**config.mk**
```make
export PLATFORM = sky130hd
export DESIGN_NAME = rskg_datapath
export DESIGN_NICKNAME = d
export VERILOG_FILES = /design/src/rtl/rskg_pkg.sv /design/src/rtl/rskg_divider.sv /design/src/rtl/rskg_datapath.sv
export SDC_FILE = /design/constraint.sdc
export NUM_CORES = 2
export LEC_CHECK = 0
export BUFFER_PORTS_ARGS = -buffer_cell sky130_fd_sc_hd__buf_4
export CORE_ASPECT_RATIO = 1.5
export CORE_UTILIZATION = 40
export CTS_BUF_LIST = sky130_fd_sc_hd__clkbuf_4
export DETAILED_ROUTE_END_ITERATION = 12
export PLACE_DENSITY = 0.56
export SLEW_MARGIN = 0
export SYNTH_ARGS = -nofsm -noshare
export SYNTH_HDL_FRONTEND = slang
export SYNTH_SLANG_ARGS = --single-unit
export TNS_END_PERCENT = 30
```
**constraint.sdc**
```tcl
create_clock -name clock -period 13.2 [get_ports clock]
set_input_delay 2.64 -clock clock [delete_from_list [all_inputs] [get_ports clock]]
set_output_delay 2.64 -clock clock [all_outputs]
set_load 0.01 [all_outputs]
```
**src/rtl/rskg_pkg.sv**
```systemverilog
// Package for the small RSA key generator: widths, status codes, defaults.
// Used by the controller, the datapath and the top level. No dependencies.
package rskg_pkg;
   localparam int MinWidth = 32;
   localparam int PrimeWidth = 17;
   localparam int ModWidth = 33;
   localparam int ExpWidth = 7;
   localparam int StatusWidth = 2;
   localparam int WideWidth = 40;
   localparam int DefWindowHalf = 50;
   localparam int DefExponentLimit = 100;

   typedef enum logic [StatusWidth-1:0] {
      STATUS_OK = 2'd0,
      STATUS_NO_PAIR = 2'd1,
      STATUS_NO_EXP = 2'd2
   } status_type;

   // Datapath operations issued by the controller.
   typedef enum logic [3:0] {
      OP_NONE, OP_LOAD, OP_SQRT, OP_CAND_INIT, OP_TRIAL_INIT, OP_TRIAL_STEP,
      OP_ACCEPT_PRIME, OP_NEXT_CAND, OP_EXP_INIT, OP_GCD_STEP, OP_GCD_SWAP,
      OP_NEXT_EXP, OP_PHI, OP_D_STEP, OP_DIV_STEP, OP_GCD_UPDATE
   } op_type;

   typedef struct packed {
      op_type op;
   } cmd_type;

   typedef struct packed {
      logic done;
      logic flag;
      logic end_flag;
   } stat_type;
endpackage

```
**src/rtl/rskg_divider.sv**
```systemverilog
// Restoring radix-2 divider: one quotient bit per cycle.
// Depends on rskg_pkg for the wide operand width.
module rskg_divider
   import rskg_pkg::*;
(
   input  logic                 clock,
   input  logic                 reset,
   input  logic                 start,
   input  logic [WideWidth-1:0] dividend,
   input  logic [WideWidth-1:0] divisor,
   output logic                 busy,
   output logic [WideWidth-1:0] quotient,
   output logic [WideWidth-1:0] remainder
);
   localparam int CntWidth = $clog2(WideWidth + 1);
   logic [WideWidth-1:0] quo_ff, quo_in, rem_ff, rem_in, den_ff, den_in;
   logic [CntWidth-1:0] cnt_ff, cnt_in;
   logic [WideWidth:0] trial;

   // One shift-subtract step per cycle while the counter runs.
   always_comb begin
      quo_in = quo_ff;
      rem_in = rem_ff;
      den_in = den_ff;
      cnt_in = cnt_ff;
      trial = {rem_ff, quo_ff[WideWidth-1]};
      if (start) begin
         quo_in = dividend;
         rem_in = '0;
         den_in = divisor;
         cnt_in = CntWidth'(WideWidth);
      end else if (cnt_ff != '0) begin
         if (trial >= {1'b0, den_ff}) begin
            rem_in = WideWidth'(trial - {1'b0, den_ff});
            quo_in = {quo_ff[WideWidth-2:0], 1'b1};
         end else begin
            rem_in = trial[WideWidth-1:0];
            quo_in = {quo_ff[WideWidth-2:0], 1'b0};
         end
         cnt_in = cnt_ff - 1'b1;
      end
   end

   always_ff @(posedge clock) begin
      if (reset) begin
         cnt_ff <= '0;
      end else begin
         cnt_ff <= cnt_in;
      end
      quo_ff <= quo_in;
      rem_ff <= rem_in;
      den_ff <= den_in;
   end

   assign busy = (cnt_ff != '0) || start;
   assign quotient = quo_ff;
   assign remainder = rem_ff;
endmodule

```
**src/rtl/rskg_datapath.sv**
```systemverilog
// Datapath of the key generator: square root, candidate, trial divisor, gcd, d search.
// Depends on rskg_pkg and rskg_divider.
module rskg_datapath
   import rskg_pkg::*;
#(
   parameter int WINDOW_HALF = DefWindowHalf,
   parameter int EXPONENT_LIMIT = DefExponentLimit
) (
   input  logic                   clock,
   input  logic                   reset,
   input  cmd_type                cmd,
   output stat_type               stat,
   input  logic [MinWidth-1:0]    req_min_modulus,
   output logic [PrimeWidth-1:0]  p_out,
   output logic [PrimeWidth-1:0]  q_out,
   output logic [ModWidth-1:0]    n_out,
   output logic [ExpWidth-1:0]    e_out,
   output logic [ModWidth-1:0]    d_out
);
   localparam int EW = $clog2(EXPONENT_LIMIT + 1);
   localparam int SW = 18;

   // Working registers.
   logic [MinWidth-1:0] bound_ff;
   logic [MinWidth-1:0] t_ff, sbit_ff;
   logic [MinWidth-1:0] sv_ff;
   logic signed [SW:0] cand_ff, cend_ff;
   logic [SW-1:0] div_ff;
   logic [PrimeWidth-1:0] prev_ff, p_ff, q_ff;
   logic have_ff;
   logic [EW-1:0] e_ff;
   logic [WideWidth-1:0] ga_ff, gb_ff, kphi_ff, phi_ff;
   logic gsel_ff, fail_ff;
   logic [ModWidth-1:0] d_ff, n_ff;
   logic [WideWidth-1:0] dvd, dvs;
   logic div_start, div_busy;
   logic [WideWidth-1:0] quo, rem;
   logic [MinWidth:0] sq_try;
   logic [WideWidth-1:0] cand_u, prod;
   logic trial_over;

   rskg_divider u_div (
      .clock(clock), .reset(reset), .start(div_start), .dividend(dvd),
      .divisor(dvs), .busy(div_busy), .quotient(quo), .remainder(rem)
   );

   assign cand_u = WideWidth'(unsigned'(cand_ff[SW-1:0]));
   assign sq_try = {1'b0, sv_ff} - {1'b0, t_ff} - {1'b0, sbit_ff};
   assign prod = WideWidth'(prev_ff) * cand_u;
   // The divisor has passed the square root of the candidate.
   assign trial_over = (WideWidth'(div_ff) * WideWidth'(div_ff) > cand_u);

   // Divider operands per operation.
   always_comb begin
      dvd = '0;
      dvs = 40'd1;
      div_start = 1'b0;
      case (cmd.op)
         OP_TRIAL_STEP: begin
            dvd = cand_u;
            dvs = WideWidth'(div_ff);
            div_start = !trial_over;
         end
         OP_GCD_STEP: begin
            dvd = ga_ff;
            dvs = gb_ff;
            div_start = (gb_ff != '0);
         end
         OP_D_STEP: begin
            dvd = kphi_ff + phi_ff + 1'b1;
            dvs = WideWidth'(e_ff);
            div_start = 1'b1;
         end
         default: ;
      endcase
   end

   // Status back to the controller.
   always_comb begin
      stat.done = !div_busy;
      stat.flag = 1'b0;
      stat.end_flag = 1'b0;
      case (cmd.op)
         OP_SQRT: stat.flag = (sbit_ff == '0);
         OP_CAND_INIT, OP_NEXT_CAND: stat.end_flag = (cand_ff >= cend_ff);
         // Prefilter: below 2, even, or 3, 5 or 7 themselves. Larger multiples
         // of 3, 5 and 7 are caught by the trial division.
         OP_TRIAL_INIT: stat.flag = (cand_ff < 19'sd2) || !cand_ff[0] ||
            (cand_u == 40'd3) || (cand_u == 40'd5) || (cand_u == 40'd7);
         OP_TRIAL_STEP: begin
            stat.flag = trial_over;
            stat.end_flag = 1'b0;
         end
         OP_ACCEPT_PRIME: stat.flag = have_ff && (prod > WideWidth'(bound_ff));
         OP_GCD_STEP: stat.flag = (gb_ff == '0);
         OP_GCD_SWAP: stat.flag = gsel_ff;
         OP_NEXT_EXP: begin
            stat.flag = !fail_ff;
            stat.end_flag = (e_ff >= EW'(EXPONENT_LIMIT - 1));
         end
         OP_DIV_STEP: stat.flag = (rem == '0) && (quo >= 40'd3);
         default: ;
      endcase
      if (cmd.op == OP_GCD_SWAP) stat.end_flag = fail_ff;
   end

   // Register updates.
   always_ff @(posedge clock) begin
      case (cmd.op)
         OP_LOAD: begin
            bound_ff <= req_min_modulus;
            sv_ff <= req_min_modulus;
            t_ff <= '0;
            sbit_ff <= MinWidth'(1) << (MinWidth - 2);
         end
         OP_SQRT: if (sbit_ff != '0) begin
            if (!sq_try[MinWidth]) begin
               sv_ff <= sq_try[MinWidth-1:0];
               t_ff <= (t_ff >> 1) + sbit_ff;
            end else begin
               t_ff <= t_ff >> 1;
            end
            sbit_ff <= sbit_ff >> 2;
         end
         OP_CAND_INIT: begin
            cand_ff <= $signed({1'b0, t_ff[SW-1:0]}) - (SW+1)'(WINDOW_HALF);
            cend_ff <= $signed({1'b0, t_ff[SW-1:0]}) + (SW+1)'(WINDOW_HALF);
            have_ff <= 1'b0;
         end
         OP_TRIAL_INIT: div_ff <= SW'(2);
         OP_TRIAL_STEP: ;
         OP_DIV_STEP: begin
            // Trial division result, or d search result.
            if (rem == '0) fail_ff <= 1'b1; else fail_ff <= 1'b0;
            div_ff <= div_ff + 1'b1;
            d_ff <= quo[ModWidth-1:0];
            kphi_ff <= kphi_ff + phi_ff;
         end
         OP_ACCEPT_PRIME: begin
            if (have_ff && prod > WideWidth'(bound_ff)) begin
               p_ff <= prev_ff;
               q_ff <= cand_u[PrimeWidth-1:0];
            end
            prev_ff <= cand_u[PrimeWidth-1:0];
            have_ff <= 1'b1;
         end
         OP_NEXT_CAND: cand_ff <= cand_ff + 1'b1;
         OP_EXP_INIT: begin
            e_ff <= EW'(3);
            ga_ff <= WideWidth'(p_ff) - 1'b1;
            gb_ff <= 40'd3;
            gsel_ff <= 1'b0;
            fail_ff <= 1'b0;
            n_ff <= ModWidth'(WideWidth'(p_ff) * WideWidth'(q_ff));
         end
         // One Euclid step once the division has finished.
         OP_GCD_UPDATE: begin
            ga_ff <= gb_ff;
            gb_ff <= rem;
         end
         OP_GCD_SWAP: begin
            // ga holds a finished gcd: first p-1 then q-1.
            if (!gsel_ff) begin
               ga_ff <= WideWidth'(q_ff) - 1'b1;
               gb_ff <= WideWidth'(e_ff);
               gsel_ff <= 1'b1;
               fail_ff <= (ga_ff != 40'd1);
            end else begin
               fail_ff <= fail_ff || (ga_ff != 40'd1);
            end
         end
         OP_NEXT_EXP: if (fail_ff) begin
            e_ff <= e_ff + 1'b1;
            ga_ff <= WideWidth'(p_ff) - 1'b1;
            gb_ff <= WideWidth'(e_ff + 1'b1);
            gsel_ff <= 1'b0;
            fail_ff <= 1'b0;
         end
         OP_PHI: begin
            phi_ff <= (WideWidth'(p_ff) - 1'b1) * (WideWidth'(q_ff) - 1'b1);
            kphi_ff <= '0;
         end
         default: ;
      endcase
   end

   assign p_out = p_ff;
   assign q_out = q_ff;
   assign n_out = n_ff;
   assign e_out = ExpWidth'(e_ff);
   assign d_out = d_ff;
endmodule

```
==> flow_metrics.py <==
metrics = {
    "sta": {
        "fin_crit_ns": 12.38,
        "final.period_utilization": 0.938,
        "grt_setup_unrepaired": "no",
        "final.setup_skew_ns": 0.105,
        "max_slew.worst_pin.slew_ns": 1.35,
        "max_clock_freq_mhz": 80.8,
        "setup_viol_count_final": 0,
        "max_slew_margin": 0.100,
        "final.setup.tns_ns": 0,
        "finalMaxSlewViolations": 0,
        "hold_violations": 0,
    },
    "power_and_ir_drop": {
        "report.power.total_mw": 14.8,
        "power.static_leakage_nw": 37.2,
        "vdd_ir_drop_max_v": 0.000195,
        "power_density_nw_per_um2": 184,
    },
    "clocking": {
        "post_cts_resized": 0,
        "clock_sinks": 577,
        "clock-root-buffer": "clkbuf_4",
        "cts_max_path_buffers": 4,
        "clk_lat_worst_skew_ns": 1.14,
        "worst_setup_hold_path_clk_slew_ns": 0.07,
        "htreeDepth": 4,
        "tritoncts.num_buffers": 165,
        "clock_tree_from_tritoncts": "done",
        "hold_buffers": 0,
        "cts_setup_buffers": 0,
    },
    "drt": {
        "detailroute.via_count": 57000,
        "vias_per_cell": 5.39,
        "drt_wl_total_um": 228000,
        "detailedRoute.firstPassIterationCount": 8,
        "drt_first_iter_violations": 3441,
        "wl_per_cell_um": 21.6,
        "detail-route-antenna-nets": 0,
        "post-route-drc-count": 0,
    },
    "logic_synthesis": {
        "synth_fp_nets": 9605,
        "number_of_synthesized_flops_with_an_enable_pin": 531,
        "seq_area_frac_synth": 0.227,
        "postSynthAreaPerCell_um2": 9.40,
        "synth_top_flop_cell": "edfxtp_1",
        "synthCells": 7896,
        "yosys-top-cells-area": "fa_1 (28%), edfxtp_1 (21%), ha_1 (11%)",
        "synthesis.yosys.warnings": 0,
        "netlist-cell-type-count": 94,
        "yosys.area.top_type": "fa_1",
        "syn-cell-area_um2": 74200,
        "ys_ff_latch": 577,
        "post-synth-top-area-fraction": 0.279,
        "postSynth.asyncResetShare": 0,
    },
    "floorplanning": {
        "die_area_um2": 187000,
        "core_outline_area_um2": 184000,
        "start_util": 0.403,
        "die_width_um": 354,
        "die_y_um": 530,
        "std_cell_rows": 193,
        "top_level_ports": 148,
    },
    "grt": {
        "grt_pass1_wl_um": 353000,
        "groute.usage.overall": 0.246,
        "grt_antenna_before_repair": 12,
        "grtUsageMet1": 0.284,
        "grt_use_met3": 0.0284,
        "globalRouteMet2Util": 0.446,
        "busiest_layer": "met2",
        "gr-total-overflow": 0,
        "pin_count_of_the_biggest_net_entering_global_routing": 93,
        "first_global_vias": 60200,
    },
    "final_layout": {
        "fin_nets": 9710,
        "multi_input_area_um2": 50900,
        "fillCellCount": 18000,
        "storage_cell_area_um2": 16900,
        "final_layout_size_suffix_gt1_frac": 0.0787,
        "areaGrowthSynthToFinish_pct": 8.41,
    },
    "hold_path": {
        "hp-class": "reg2reg",
    },
    "setup_path": {
        "cpPeakStageDelay_ns": 0.95,
        "path_class": "reg2out",
        "arrival_time_at_the_worst_endpoint_ns": 9.74,
        "critical_path.slowest_cell": "edfxtp_1",
        "cp-end-kind": "output pin",
        "timing.critical_path.fanout_max": 19,
        "critical-path-top-cell-by-count": "fa_1",
        "setup.worst_path.start_class": "register",
        "critical_path_buffer_and_inverter_count": 5,
        "critPathRequiredTime_ns": 10.56,
        "critPathTopFamily": "compound AO/OA/AOI/OAI gates",
    },
    "run": {
        "drv_cap": 0,
    },
    "placed_design": {
        "numPortBuffers": 147,
        "dp_hpwl_um": 179000,
        "place_congestion": 0.933,
    },
    "outcome": {
        "status": "finished clean",
    },
}
-- cell type report --
class,count,area share
multi-input combinational,5531,0.632
antenna,5,0.000156
tap,2437,0.0379
clock buffer,223,0.0208
clock inverter,64,0.00546
sequential,577,0.210
timing repair buffer,283,0.0264
inverter,1443,0.0673
-- through the flow --
| step | hold slack (ns) | instance area, um^2 | utilization | instances | worst slack, ns |
|---|---|---|---|---|---|
| after floorplan | 0.424 | 74200 | - | 7896 | 1.27 |
| after global placement | 0.471 | 78300 | 0.425 | 10300 | 1.85 |
| after detailed placement | 0.478 | 78300 | 0.425 | 10300 | 1.91 |
| after CTS | 0.490 | 80400 | 0.437 | 10600 | 0.662 |
| after global routing | 0.500 | 80400 | 0.437 | 10600 | 0.195 |
| final | 0.492 | 80500 | 0.437 | 10600 | 0.817 |
-- cell usage after synthesis (18+ instances only) --
master	count
nor2b_1	53
buf_1	38
and3_1	59
o221ai_1	18
nand3_1	94
nor3_1	87
o21a_1	28
or3_1	35
nand2_1	982
edfxtp_1	531
nor2_1	477
dfxtp_1	46
o211ai_1	49
o21bai_1	27
a22oi_1	35
mux2i_1	31
nor4_1	67
nand4_1	59
a21o_1	148
fa_1	1033
nand2b_1	67
xor2_1	138
a31oi_1	43
inv_1	1441
a21oi_1	233
xnor2_1	244
o21ai_0	233
a211oi_1	53
or2_2	18
ha_1	638
and2_1	329
clkbuf_1	298
-- logic make-up (layout without fill, tap and decap cells) --
logic type,after synthesis,in the layout,synth area share
AOI/OAI and AO/OA,1036,1036,0.0918
xor gates and xnor gates,382,382,0.0451
adders and majority gates,1672,1672,0.386
buffers and inverters,1788,2013,0.0907
DFF,577,577,0.227
muxes,45,45,0.00631
other,0,5,0
and+or+nand+nor,2396,2396,0.153
-- registers in the layout (all words and copies together), names as in the netlist, 19 cells and up --
register	flops
bound_ff	32
cand_ff	19
cend_ff	19
d_out	33
ga_ff	40
gb_ff	40
kphi_ff	40
n_out	33
phi_ff	36
sv_ff	32
t_ff	32
u_div.den_ff	40
u_div.quotient	40
u_div.remainder	40
-- metal layers --
metal  wire [um]  vias to the layer above
li1            -                    25800
met4       12600                        2
met5          12                        -
met3       10800                      582
met2      118000                     1810
met1       86600                    28800
-- worst paths after layout --
path              cells past startpoint  slack (ns)                from               end
hold reg to reg                       0        0.49  u_div.quotient[13]         d_out[13]
setup / recovery                     34        0.82          cand_ff[6]           stat[1]
hold / removal                        0        0.49  u_div.quotient[13]         d_out[13]
setup reg to reg                     27        2.75          div_ff[10]  u_div.den_ff[23]
-- where the power goes --
group / internal (mW) / total, mW / switching [mW] / leakage (nW)
Sequential: 2.55 / 2.89 / 0.338 / 5.35
Combinational: 4.20 / 10.2 / 5.95 / 30.6
Clock: 0.909 / 1.79 / 0.883 / 1.26
Total: 7.66 / 14.8 / 7.17 / 37.2
-- cells in the final DEF, fill, tap and decap left out, types with 43 or more instances in the layout --
cell and instances:
a21o_1 148, a31oi_1 43, fa_1 1033, nand4_1 59, nor2b_1 51, nor4_1 66, dfxtp_1 46, nand2b_1 67
nor2_1 472, a21oi_1 232, nand3_1 94, nand2_1 981, xnor2_1 235, edfxtp_1 531, nor3_1 82, o21ai_0 232
xor2_1 135, and3_1 59, inv_1 1439, clkbuf_4 223, and2_1 329, buf_4 283, o211ai_1 49, ha_1 638
a211oi_1 53
Power figures use the tool's default switching activity.
