<file path="config.mk">
export PLATFORM = sky130hd
export DESIGN_NAME = rskg_controller
export DESIGN_NICKNAME = d
export VERILOG_FILES = /design/src/rtl/rskg_pkg.sv /design/src/rtl/rskg_controller.sv
export SDC_FILE = /design/constraint.sdc
export NUM_CORES = 1
export LEC_CHECK = 0
export ABC_AREA = 0
export BUFFER_PORTS_ARGS = -buffer_cell sky130_fd_sc_hd__buf_2
export CAP_MARGIN = 40
export CELL_PAD_IN_SITES_DETAIL_PLACEMENT = 2
export CELL_PAD_IN_SITES_GLOBAL_PLACEMENT = 2
export CORE_ASPECT_RATIO = 1.5
export CORE_MARGIN = 10
export CORE_UTILIZATION = 30
export CTS_CLUSTER_SIZE = 40
export DETAILED_ROUTE_END_ITERATION = 10
export PLACE_DENSITY = 0.78
export SLEW_MARGIN = 20
export SYNTH_ARGS = -nofsm -noshare
export SYNTH_HDL_FRONTEND = slang
export SYNTH_SLANG_ARGS = --single-unit
</file>
<file path="constraint.sdc">
create_clock -name clock -period 1.7 [get_ports clock]
set_clock_uncertainty 0.05 [all_clocks]
set_input_delay 0.085 -clock clock [delete_from_list [all_inputs] [get_ports clock]]
set_output_delay 0.085 -clock clock [all_outputs]
set_load 0.01 [all_outputs]
</file>
<file path="src/rtl/rskg_pkg.sv">
// Package for the small RSA key generator: widths, status codes, defaults.
// Used by the controller, the datapath and the top level. No dependencies.
package rskg_pkg;
   localparam int MinWidth = 32;
   localparam int PrimeWidth = 17;
   localparam int ModWidth = 33;
   localparam int ExpWidth = 7;
   localparam int StatusWidth = 2;
   localparam int WideWidth = 40;
   localparam int DefWindowHalf = 50;
   localparam int DefExponentLimit = 100;

   typedef enum logic [StatusWidth-1:0] {
      STATUS_OK = 2'd0,
      STATUS_NO_PAIR = 2'd1,
      STATUS_NO_EXP = 2'd2
   } status_type;

   // Datapath operations issued by the controller.
   typedef enum logic [3:0] {
      OP_NONE, OP_LOAD, OP_SQRT, OP_CAND_INIT, OP_TRIAL_INIT, OP_TRIAL_STEP,
      OP_ACCEPT_PRIME, OP_NEXT_CAND, OP_EXP_INIT, OP_GCD_STEP, OP_GCD_SWAP,
      OP_NEXT_EXP, OP_PHI, OP_D_STEP, OP_DIV_STEP, OP_GCD_UPDATE
   } op_type;

   typedef struct packed {
      op_type op;
   } cmd_type;

   typedef struct packed {
      logic done;
      logic flag;
      logic end_flag;
   } stat_type;
endpackage

</file>
<file path="src/rtl/rskg_controller.sv">
// Sequencer of the key generator: walks the search phases, drives the datapath.
// Depends on rskg_pkg.
module rskg_controller
   import rskg_pkg::*;
(
   input  logic        clock,
   input  logic        reset,
   input  logic        req_valid,
   output logic        req_ready,
   output logic        rsp_valid,
   input  logic        rsp_ready,
   output cmd_type     cmd,
   input  stat_type    stat,
   output status_type  status_out
);
   typedef enum logic [3:0] {
      S_IDLE, S_SQRT, S_CINIT, S_TINIT, S_TSTEP, S_TWAIT, S_ACC, S_NEXT,
      S_EINIT, S_GSTEP, S_GWAIT, S_GSWAP, S_NEXP, S_PHI, S_DSTEP, S_DWAIT
   } state_type;

   state_type state_ff, state_in;
   logic rsp_valid_ff, rsp_valid_in;
   status_type status_ff, status_in;

   // Next state and command.
   always_comb begin
      state_in = state_ff;
      rsp_valid_in = rsp_valid_ff;
      status_in = status_ff;
      cmd.op = OP_NONE;
      if (rsp_valid_ff && rsp_ready) rsp_valid_in = 1'b0;
      case (state_ff)
         S_IDLE: if (req_valid && !rsp_valid_ff) begin
            cmd.op = OP_LOAD;
            state_in = S_SQRT;
         end
         S_SQRT: begin
            cmd.op = OP_SQRT;
            if (stat.flag) state_in = S_CINIT;
         end
         S_CINIT: begin
            cmd.op = OP_CAND_INIT;
            state_in = S_TINIT;
         end
         S_TINIT: begin
            cmd.op = OP_TRIAL_INIT;
            if (stat.flag) state_in = S_NEXT;
            else state_in = S_TSTEP;
         end
         S_TSTEP: begin
            cmd.op = OP_TRIAL_STEP;
            if (stat.flag) state_in = S_ACC;
            else state_in = S_TWAIT;
         end
         // A zero remainder with a quotient of at least three marks the candidate as composite.
         S_TWAIT: if (stat.done) begin
            cmd.op = OP_DIV_STEP;
            if (stat.flag) state_in = S_NEXT;
            else state_in = S_TSTEP;
         end
         S_ACC: begin
            cmd.op = OP_ACCEPT_PRIME;
            if (stat.flag) state_in = S_EINIT;
            else state_in = S_NEXT;
         end
         S_NEXT: begin
            cmd.op = OP_NEXT_CAND;
            state_in = S_TINIT;
            if (stat.end_flag) begin
               state_in = S_IDLE;
               status_in = STATUS_NO_PAIR;
               rsp_valid_in = 1'b1;
            end
         end
         S_EINIT: begin
            cmd.op = OP_EXP_INIT;
            state_in = S_GSTEP;
         end
         S_GSTEP: begin
            cmd.op = OP_GCD_STEP;
            if (stat.flag) state_in = S_GSWAP;
            else state_in = S_GWAIT;
         end
         S_GWAIT: if (stat.done) begin
            cmd.op = OP_GCD_UPDATE;
            state_in = S_GSTEP;
         end
         S_GSWAP: begin
            cmd.op = OP_GCD_SWAP;
            if (!stat.flag) state_in = S_GSTEP;
            else state_in = S_NEXP;
         end
         // Keep the exponent if both gcds were one, else try the next one, or report no exponent at the limit.
         S_NEXP: begin
            cmd.op = OP_NEXT_EXP;
            if (stat.flag) begin
               state_in = S_PHI;
            end else if (stat.end_flag) begin
               state_in = S_IDLE;
               status_in = STATUS_NO_EXP;
               rsp_valid_in = 1'b1;
            end else begin
               state_in = S_GSTEP;
            end
         end
         S_PHI: begin
            cmd.op = OP_PHI;
            state_in = S_DSTEP;
         end
         S_DSTEP: begin
            cmd.op = OP_D_STEP;
            state_in = S_DWAIT;
         end
         S_DWAIT: if (stat.done) begin
            cmd.op = OP_DIV_STEP;
            if (stat.flag) begin
               state_in = S_IDLE;
               status_in = STATUS_OK;
               rsp_valid_in = 1'b1;
            end else state_in = S_DSTEP;
         end
         default: state_in = S_IDLE;
      endcase
   end

   always_ff @(posedge clock) begin
      if (reset) begin
         state_ff <= S_IDLE;
         rsp_valid_ff <= 1'b0;
         status_ff <= STATUS_OK;
      end else begin
         state_ff <= state_in;
         rsp_valid_ff <= rsp_valid_in;
         status_ff <= status_in;
      end
   end

   assign req_ready = (state_ff == S_IDLE) && !rsp_valid_ff;
   assign rsp_valid = rsp_valid_ff;
   assign status_out = status_ff;

`ifndef SYNTHESIS
   a_no_accept_busy: assert property (@(posedge clock) disable iff (reset)
      (state_ff != S_IDLE) |-> !req_ready) else $error("ready while busy");
   a_rsp_from_idle: assert property (@(posedge clock) disable iff (reset)
      $rose(rsp_valid_ff) |-> (state_ff == S_IDLE)) else $error("rsp outside idle");
   a_one_item: assert property (@(posedge clock) disable iff (reset)
      rsp_valid_ff |-> !req_ready) else $error("accepted with result pending");
`endif
endmodule

</file>
==> results_dict.tcl, run 1 <==
set metrics [dict create \
    clock_latency_ns 0.24 \
    post-route-util 0.398 \
    grt_max_degree 18 \
    hold_buffers 0 \
    min_period_ns 1.65 \
    dr.pass1.iters 4 \
    io_pins 15 \
    cp_max_fo 9 \
    cts_buffer_depth 2 \
    critical_path.cell_chain "buf_6 -> inv_6 -> nor2_1 -> a22o_1 -> a221o_1 -> buf_2" \
    wirelength_mm 3.33 \
    arrival_ns 1.51 \
    nets 152 \
    holdWs_ns 0.0716 \
    drtAntennaViolNets 0 \
    drive_gt1_frac 0.347 \
    synth_edf_count 0 \
    cpMaxStageDelayCell "dfxtp_4" \
    grt_first_pass_wirelength_mm 5.53 \
    synth-warning-count 0 \
    cts_buffers 3 \
    antenna_found_initial 0 \
    crit_family "compound AO/OA/AOI/OAI gates" \
    overflow 0 \
    async_reset_ff_frac 0 \
    dieWidth_um 63.4 \
    setup_viol 0 \
    synth_area_leaders "dfxtp_1 17%, a21oi_1 8.9%, o21ai_0 6.5%" \
    status "complete, no violations" \
    num_rows 23 \
    dp_hpwl_mm 2.56 \
    detail_route.wl_per_cell_um 18.4 \
    die_y_um 85.1 \
    syn_nets 129 \
    synth_seq_area_share 0.165 \
    synth.avg_cell_area_um2 6.94 \
    synth_top_cell_by_area "dfxtp_1" \
    endpoint_kind "output pin" \
    cts_sinks 7 \
    grt_pass1_vias 1079 \
    critPathKind "flop to output pin" \
    max-cap-violations 0 \
    critPathMaxStageDelay_ns 0.38 \
    leakage_nw 0.451 \
    port_buffers 14 \
    cp_num_buf_inv 3 \
    ys_top_cells_by_count "15 x a21oi_1, 12 x nor2_1, 11 x nand2_1, 11 x o21ai_0, 7 x dfxtp_1" \
    syn_inst 122 \
    grt_util_all_layers 0.125 \
    core_mm2 0.00271 \
    fmax_mhz 607 \
    crit_required_ns 1.56 \
    h-tree-depth 1 \
    initial_core_util 0.313 \
    syn_area_um2 847 \
    vias_per_cell 5.45 \
    crit_path_start_kind "flop" \
    area_delta_synth_final_pct 27.0 \
    peakVddDrop_v 0.000512 \
    dieArea_mm2 0.00539 \
    tightestPinTransition_ns 0.470 \
    post-route-period-util 0.968 \
    slew_headroom 0.686 \
    vias 986 \
    ys.flop_type "dfxtp_1" \
    gp_congestion 0.787 \
    synth-seq-cells 7 \
    synth_top_area_share 0.165 \
    hold_class "input port to flop" \
    antenna_cells 0 \
    clockRootBuffer "clkbuf_8" \
    powerDensity_mw_per_mm2 1310 \
    hold_violations 0 \
    cts.clk_slew.worst_paths_ns 0.05 \
    drv_slew 0 \
    synth.most_common_cell "a21oi_1" \
    drtIter0Drc 17 \
    synth_cell_types 42 \
    remaining_drc_errors 0 \
    cts_tree "done" \
]
## placed cells by master, fill, tap and decap left out, drive strengths merged, types with 2 or more instances in the layout
cell	synthesis	final
dfxtp	7	7
nor2b	5	5
a22o	3	3
a211oi	3	3
and3	3	3
nand3	7	7
nor2	13	13
o21ai	14	14
a2111oi	3	3
inv	4	4
clkbuf	1	3
nand2	11	11
buf	11	30
mux2i	2	2
nand2b	4	4
a21oi	16	16
## power by group
| part | switching (W) | internal (W) |
|---|---|---|
| clock | 0.0000888 | 0.000160 |
| sequential | 0.0000784 | 0.000210 |
| combinational | 0.000491 | 0.000378 |
| total | 0.000658 | 0.000748 |
## layer usage
layer / routed length [um] / global-route usage / share of wire
met1: 1360 / 0.131 / 0.41
met2: 1770 / 0.231 / 0.53
met3: 110 / 0.0250 / 0.033
met4: 95 / 0.0559 / 0.028
met5: 0 / 0 / 0
## repair_timing
item	in CTS	in global routing
setup endpoints to repair	4	4
setup buffers	0	0
resized for setup	8	8
pin swaps	0	1
## worst register-to-register path: cells and delay by family, from the launching register on
family | cells | cell delay (ns)
flip-flops | 1 | 0.38
buffers and inverters | 1 | 0.15
AO/OA/AOI/OAI | 1 | 0.34
AND/OR/NAND/NOR | 4 | 0.48
## path summary, 6_finish.rpt
kind,startpoint,end,slack [ns],depth (start not counted)
worst max-delay path,state_ff[1],cmd[2],0.05,6
worst min-delay path,reset,state_ff[3],0.07,2
worst max register to register,state_ff[1],state_ff[0],0.17,6
worst min register to register,status_out[1],status_out[1],0.44,2
## layout make-up
type,instances,area [um2]
clock buffer,3,41.3
clock inverter,1,5.00
fill,367,1630
inverter,4,20.0
multi-input combinational,99,613
sequential,7,153
tap,37,46.3
timing repair buffer,30,198
## flip-flops by register name, indices dropped and copies added, names as in the netlist
| signal | flops |
|---|---|
| status_out | 2 |
| rsp_valid | 1 |
| state_ff | 4 |
## metrics by stage
stage	instances	setup TNS, ns	setup WS (ns)	area, um2	total power [W]
6_report	181	0	0.0537	1080	0.00141
5_1_grt	181	-0.00330	-0.00330	1080	0.00152
4_1_cts	181	0	0.00263	1050	0.00137
3_5_place_dp	177	-0.0168	-0.0168	993	0.00109
3_3_place_gp	177	0	0.127	993	0.00104
2_1_floorplan	122	0	0.308	847	0.000807
## cells by family (layout without fill, tap and decap cells)
| kind of cell | Yosys count | in the layout | synth area share |
|---|---|---|---|
| compound gates | 47 | 47 | 0.369 |
| xor+xnor | 1 | 1 | 0.0103 |
| buf+inv | 16 | 38 | 0.124 |
| mux | 2 | 2 | 0.0236 |
| simple gates | 49 | 49 | 0.307 |
| flops | 7 | 7 | 0.165 |
No activity file was read; power rests on OpenSTA's default activity.
==> run 2, diff against run 1 <==
--- a/config.mk
+++ b/config.mk
@@ -15,6 +15,7 @@
 export CORE_UTILIZATION = 30
 export CTS_CLUSTER_SIZE = 40
 export DETAILED_ROUTE_END_ITERATION = 10
+export MAX_ROUTING_LAYER = met4
 export PLACE_DENSITY = 0.78
 export SLEW_MARGIN = 20
 export SYNTH_ARGS = -nofsm -noshare
==> run 2 against run 1 <==
Count of clock-buffer cells in the layout stayed put. Sequential power about the same. First-iteration DRC count shrank 12%. Critical path depth did not move. Highest routed layer unchanged. Largest power group unchanged. Cell area did not move. Register-to-register slack about the same. Via count unchanged. Final cell count did not move. Flip-flop and latch count stayed put. Critical path type unchanged.
==> results_dict.tcl, run 2 (synthesized netlist as in run 1, its figures left out) <==
set metrics [dict create \
    status "complete, no violations" \
    cts_buffers 3 \
    post_cts_buffers 0 \
    rr_startpoint "state_ff[1]" \
    remaining_drc_errors 0 \
    combPwrFrac 0.617 \
    hold_depth 2 \
    die_y_um 85.1 \
    fmax_mhz 607 \
    dpl.cell_count 177 \
    top_register "state_ff" \
    cp_max_fo 9 \
    multi_input_comb_area_um2 613 \
    initial_core_util 0.313 \
    cts.clk_slew.worst_paths_ns 0.05 \
    rr_endpoint "state_ff[0]" \
    tightestPinTransition_ns 0.469 \
    area_delta_synth_final_pct 27.0 \
    clockRootBuffer "clkbuf_8" \
    setup_viol 0 \
    hold_buffers 0 \
    leakage_nw 0.451 \
    layoutNonFillerInstCount 181 \
    worstHoldEndpoint "state_ff[3]" \
    num_rows 23 \
    powerDensity_mw_per_mm2 1310 \
    grt_util_all_layers 0.128 \
    pwr-share-seq 0.204 \
    fillers 367 \
    slew_headroom 0.686 \
    dieWidth_um 63.4 \
    arrival_ns 1.51 \
    worst_slack_ns 0.0518 \
    wirelength_mm 3.34 \
    critPathKind "flop to output pin" \
    final_cell_mix "15 x a21oi_1, 14 x buf_2, 14 x buf_4" \
    dieArea_mm2 0.00539 \
    tns_ns 0 \
    dp_hpwl_mm 2.56 \
    rrSetupSlack_ns 0.17 \
    drv_slew 0 \
    detail_route.wl_per_cell_um 18.4 \
    post-place-ws_ns -0.0168 \
    clock_power_share 0.179 \
    antenna_found_initial 0 \
    antenna_cells 0 \
    nets 152 \
    cts_buffer_depth 2 \
    hold_class "input port to flop" \
    port_buffers 14 \
    final_common_cell "a21oi_1" \
    max-cap-violations 0 \
    drtAntennaViolNets 0 \
    min_from "reset" \
    grt_max_degree 18 \
    drtIter0Drc 15 \
    min_period_ns 1.65 \
    grt_first_pass_wirelength_mm 5.49 \
    power.switching_w 0.000662 \
    hold_violations 0 \
    peakVddDrop_v 0.000514 \
    crit_path_start_kind "flop" \
    cts_tree "done" \
    gp_congestion 0.799 \
    r2r_cells 6 \
    vias_per_cell 5.45 \
    largest_reg_flops 4 \
    h-tree-depth 1 \
    overflow 0 \
    endpoint_kind "output pin" \
    crit_required_ns 1.56 \
    clock_latency_ns 0.24 \
    dr.pass1.iters 3 \
    dpl-instance-area_um2 993 \
    swShare 0.469 \
    io_pins 15 \
    fin_area_mm2 0.00108 \
    core_mm2 0.00271 \
    post-route-period-util 0.970 \
    cts_sinks 7 \
    drive_gt1_frac 0.347 \
    vias 986 \
    grt_pass1_vias 1087 \
    regArea_um2 153 \
    post-route-util 0.398 \
    internal_power_w 0.000748 \
]
[run 2: cell counts in the layout (fill, tap and decap cells not counted)]
No cell type changed its count.
[run 2: power groups by stage]
stage / combinational [W] / sequential [W] / clock (W)
2_1_floorplan: 0.000590 / 0.000217 / 0
3_3_place_gp: 0.000784 / 0.000260 / 0
3_5_place_dp: 0.000824 / 0.000270 / 0
4_1_cts: 0.000838 / 0.000283 / 0.000251
5_1_grt: 0.000971 / 0.000295 / 0.000257
6_report: 0.000870 / 0.000288 / 0.000253
[run 2: final cells by class]
type | count | area share
clock buffer | 3 | 0.0384
clock inverter | 1 | 0.00465
inverter | 4 | 0.0186
multi-input combinational | 99 | 0.570
sequential | 7 | 0.142
tap | 37 | 0.0430
timing repair buffer | 30 | 0.184
[run 2: per-layer routing]
layer,track usage,share of wire,vias up
li1,-,-,483
met1,0.133,0.42,476
met2,0.231,0.53,20
met3,0.0171,0.020,7
met4,0.0559,0.028,0
met5,-,0,-
[run 2: worst max path at each step]
stage	from	to	slack, ns	depth (start not counted)
global placement	state_ff[1]	cmd[2]	0.13	6
floorplan	state_ff[3]	cmd[1]	0.31	4
global route	state_ff[2]	cmd[1]	-0.004	7
CTS	state_ff[1]	cmd[2]	0.003	6
finish	state_ff[1]	cmd[2]	0.05	6
detailed placement	state_ff[1]	state_ff[0]	-0.02	5
[run 2: worst max-delay path: stages, from the launching register on]
cell and delay [ns]:
dfxtp_4 0.38, buf_6 0.15, inv_6 0.06, nor2_1 0.04
a22o_1 0.22, a221o_1 0.28, buf_2 0.14
[run 2: repair_timing]
| action | CTS | global route |
|---|---|---|
| gates resized for setup | 8 | 8 |
| hold endpoints to repair | 0 | 0 |
| endpoints found under the setup margin | 4 | 4 |
| pin swaps | 0 | 1 |
[run 2: stage by stage]
stage               power [W]  hold slack (ns)
floorplan            0.000807           0.0974
global placement      0.00104            0.323
detailed placement    0.00109            0.329
CTS                   0.00137           0.0760
global route          0.00152           0.0845
finish                0.00141           0.0690
==> run 3, diff against run 2 <==
--- a/config.mk
+++ b/config.mk
@@ -17,6 +17,7 @@
 export DETAILED_ROUTE_END_ITERATION = 10
 export MAX_ROUTING_LAYER = met4
 export PLACE_DENSITY = 0.78
+export REMOVE_ABC_BUFFERS = 1
 export SLEW_MARGIN = 20
 export SYNTH_ARGS = -nofsm -noshare
 export SYNTH_HDL_FRONTEND = slang
==> run 3 against run 2 <==
Via count unchanged. Worst setup slack better by 0.031 ns. Flip-flop and latch count did not move. Critical path type unchanged. Routed wire length decreased by 1.1%. Power grew 0.51%.
==> results_dict.tcl, run 3 (synthesized netlist as in run 1, its figures left out) <==
set metrics [dict create \
    clock_power_share 0.173 \
    grt_max_degree 18 \
    wirelength_mm 3.30 \
    hold_depth 2 \
    drv_slew 0 \
    total_power_w 0.00142 \
    crit_path_start_kind "flop" \
    dpl-instance-area_um2 986 \
    r2r_cells 5 \
    io_pins 15 \
    met3_usage 0.0132 \
    detail_route.wl_per_cell_um 18.3 \
    clockRootBuffer "clkbuf_8" \
    gr-usage-met2 0.227 \
    arrival_ns 1.48 \
    swShare 0.453 \
    slew_headroom 0.762 \
    remaining_drc_errors 0 \
    port_buffers 14 \
    pwr-share-seq 0.192 \
    post-route-period-util 0.951 \
    rr_startpoint "state_ff[1]" \
    initial_core_util 0.313 \
    antenna_cells 0 \
    rrSetupSlack_ns 0.16 \
    grt_util_all_layers 0.129 \
    num_rows 23 \
    dieWidth_um 63.4 \
    cpMaxStageDelayCell "dfxtp_4" \
    h-tree-depth 1 \
    grt_pass1_vias 1127 \
    vias_per_cell 5.48 \
    top_usage_layer "met2" \
    die_y_um 85.1 \
    core_mm2 0.00271 \
    grt_first_pass_wirelength_mm 5.66 \
    critical_path.cell_chain "buf_6 -> inv_4 -> o21ai_1 -> o21ai_1 -> nor2_1 -> a211oi_2 -> buf_2" \
    gp_congestion 0.843 \
    drtAntennaViolNets 0 \
    largest_reg_flops 4 \
    drive_gt1_frac 0.350 \
    dr.pass1.iters 4 \
    setup_viol 0 \
    holdWs_ns 0.0794 \
    powerDensity_mw_per_mm2 1310 \
    fmax_mhz 618 \
    final_common_cell "a21oi_1" \
    cp_num_buf_inv 3 \
    nets 151 \
    status "complete, no violations" \
    antenna_found_initial 0 \
    dp_hpwl_mm 2.57 \
    hold_violations 0 \
    rr_endpoint "state_ff[0]" \
    power.switching_w 0.000642 \
    crit_required_ns 1.56 \
    drtIter0Drc 20 \
    cts.clk_slew.worst_paths_ns 0.04 \
    gr-usage-met1 0.141 \
    cp-startpoint "state_ff[2]" \
    critPathMaxStageDelay_ns 0.38 \
    cts_buffer_depth 2 \
    cts_sinks 7 \
    area_delta_synth_final_pct 27.3 \
    combPwrFrac 0.636 \
    hold_class "input port to flop" \
    critPathKind "flop to output pin" \
    hold_buffers 0 \
    cp_max_fo 10 \
    tightestPinTransition_ns 0.356 \
    internal_power_w 0.000775 \
    min_from "reset" \
    crit_family "compound AO/OA/AOI/OAI gates" \
    cts_buffers 3 \
    endpoint_kind "output pin" \
    max-cap-violations 0 \
    final_cell_mix "15 x a21oi_1, 14 x buf_2, 13 x buf_4" \
    overflow 0 \
    min_period_ns 1.62 \
    leakage_nw 0.441 \
    fin_area_mm2 0.00108 \
    clock_latency_ns 0.23 \
    cp_common_cell "o21ai_1" \
    peakVddDrop_v 0.000598 \
    worstHoldEndpoint "state_ff[3]" \
    top_register "state_ff" \
    vias 986 \
    cts_tree "done" \
    dieArea_mm2 0.00539 \
]
[run 3: cell type report]
class | count | area (um2)
inverters | 4 | 20.0
repair buffers | 29 | 190
well taps | 37 | 46.3
multi-input cells | 99 | 627
fillers | 357 | 1630
clock buffers | 4 | 45.0
flip-flops and latches | 7 | 150
[run 3: worst max-delay path by stage]
stage | endpoint | slack, ns | depth (start not counted)
after floorplan | state_ff[0] | 0.08 | 5
final | cmd[1] | 0.08 | 7
after CTS | cmd[0] | 0.002 | 6
after detailed placement | status_out[0] | 0.10 | 6
after global routing | cmd[1] | -0.0007 | 7
after global placement | cmd[0] | 0.14 | 6
[run 3: per-layer routing]
| layer | wire, um | part of all wire |
|---|---|---|
| met1 | 1390 | 0.42 |
| met2 | 1750 | 0.53 |
| met3 | 69 | 0.021 |
| met4 | 88 | 0.027 |
| met5 | 0 | 0 |
[run 3: what timing repair did]
| item | in CTS | in global routing |
|---|---|---|
| setup endpoints to repair | 3 | 3 |
| cloned | 0 | 0 |
| setup buffers | 0 | 1 |
| gates resized for setup | 7 | 10 |
| hold endpoints to repair | 0 | 0 |
| pin swaps | 0 | 1 |
[run 3: power by group through the flow]
| stage | combinational [W] | clock, W | sequential (W) |
|---|---|---|---|
| global placement | 0.000791 | 0 | 0.000253 |
| detailed placement | 0.000832 | 0 | 0.000261 |
| floorplan | 0.000409 | 0 | 0.000301 |
| CTS | 0.000845 | 0.000248 | 0.000270 |
| global route | 0.00101 | 0.000251 | 0.000284 |
| finish | 0.000901 | 0.000245 | 0.000272 |
[run 3: stage by stage]
stage | utilization | TNS (ns) | instances | setup slack (ns)
after floorplan | - | 0 | 110 | 0.0755
after global routing | 0.399 | -0.00127 | 180 | -0.000652
after CTS | 0.384 | 0 | 180 | 0.00159
after detailed placement | 0.364 | 0 | 176 | 0.103
after global placement | 0.364 | 0 | 176 | 0.143
final | 0.399 | 0 | 180 | 0.0827
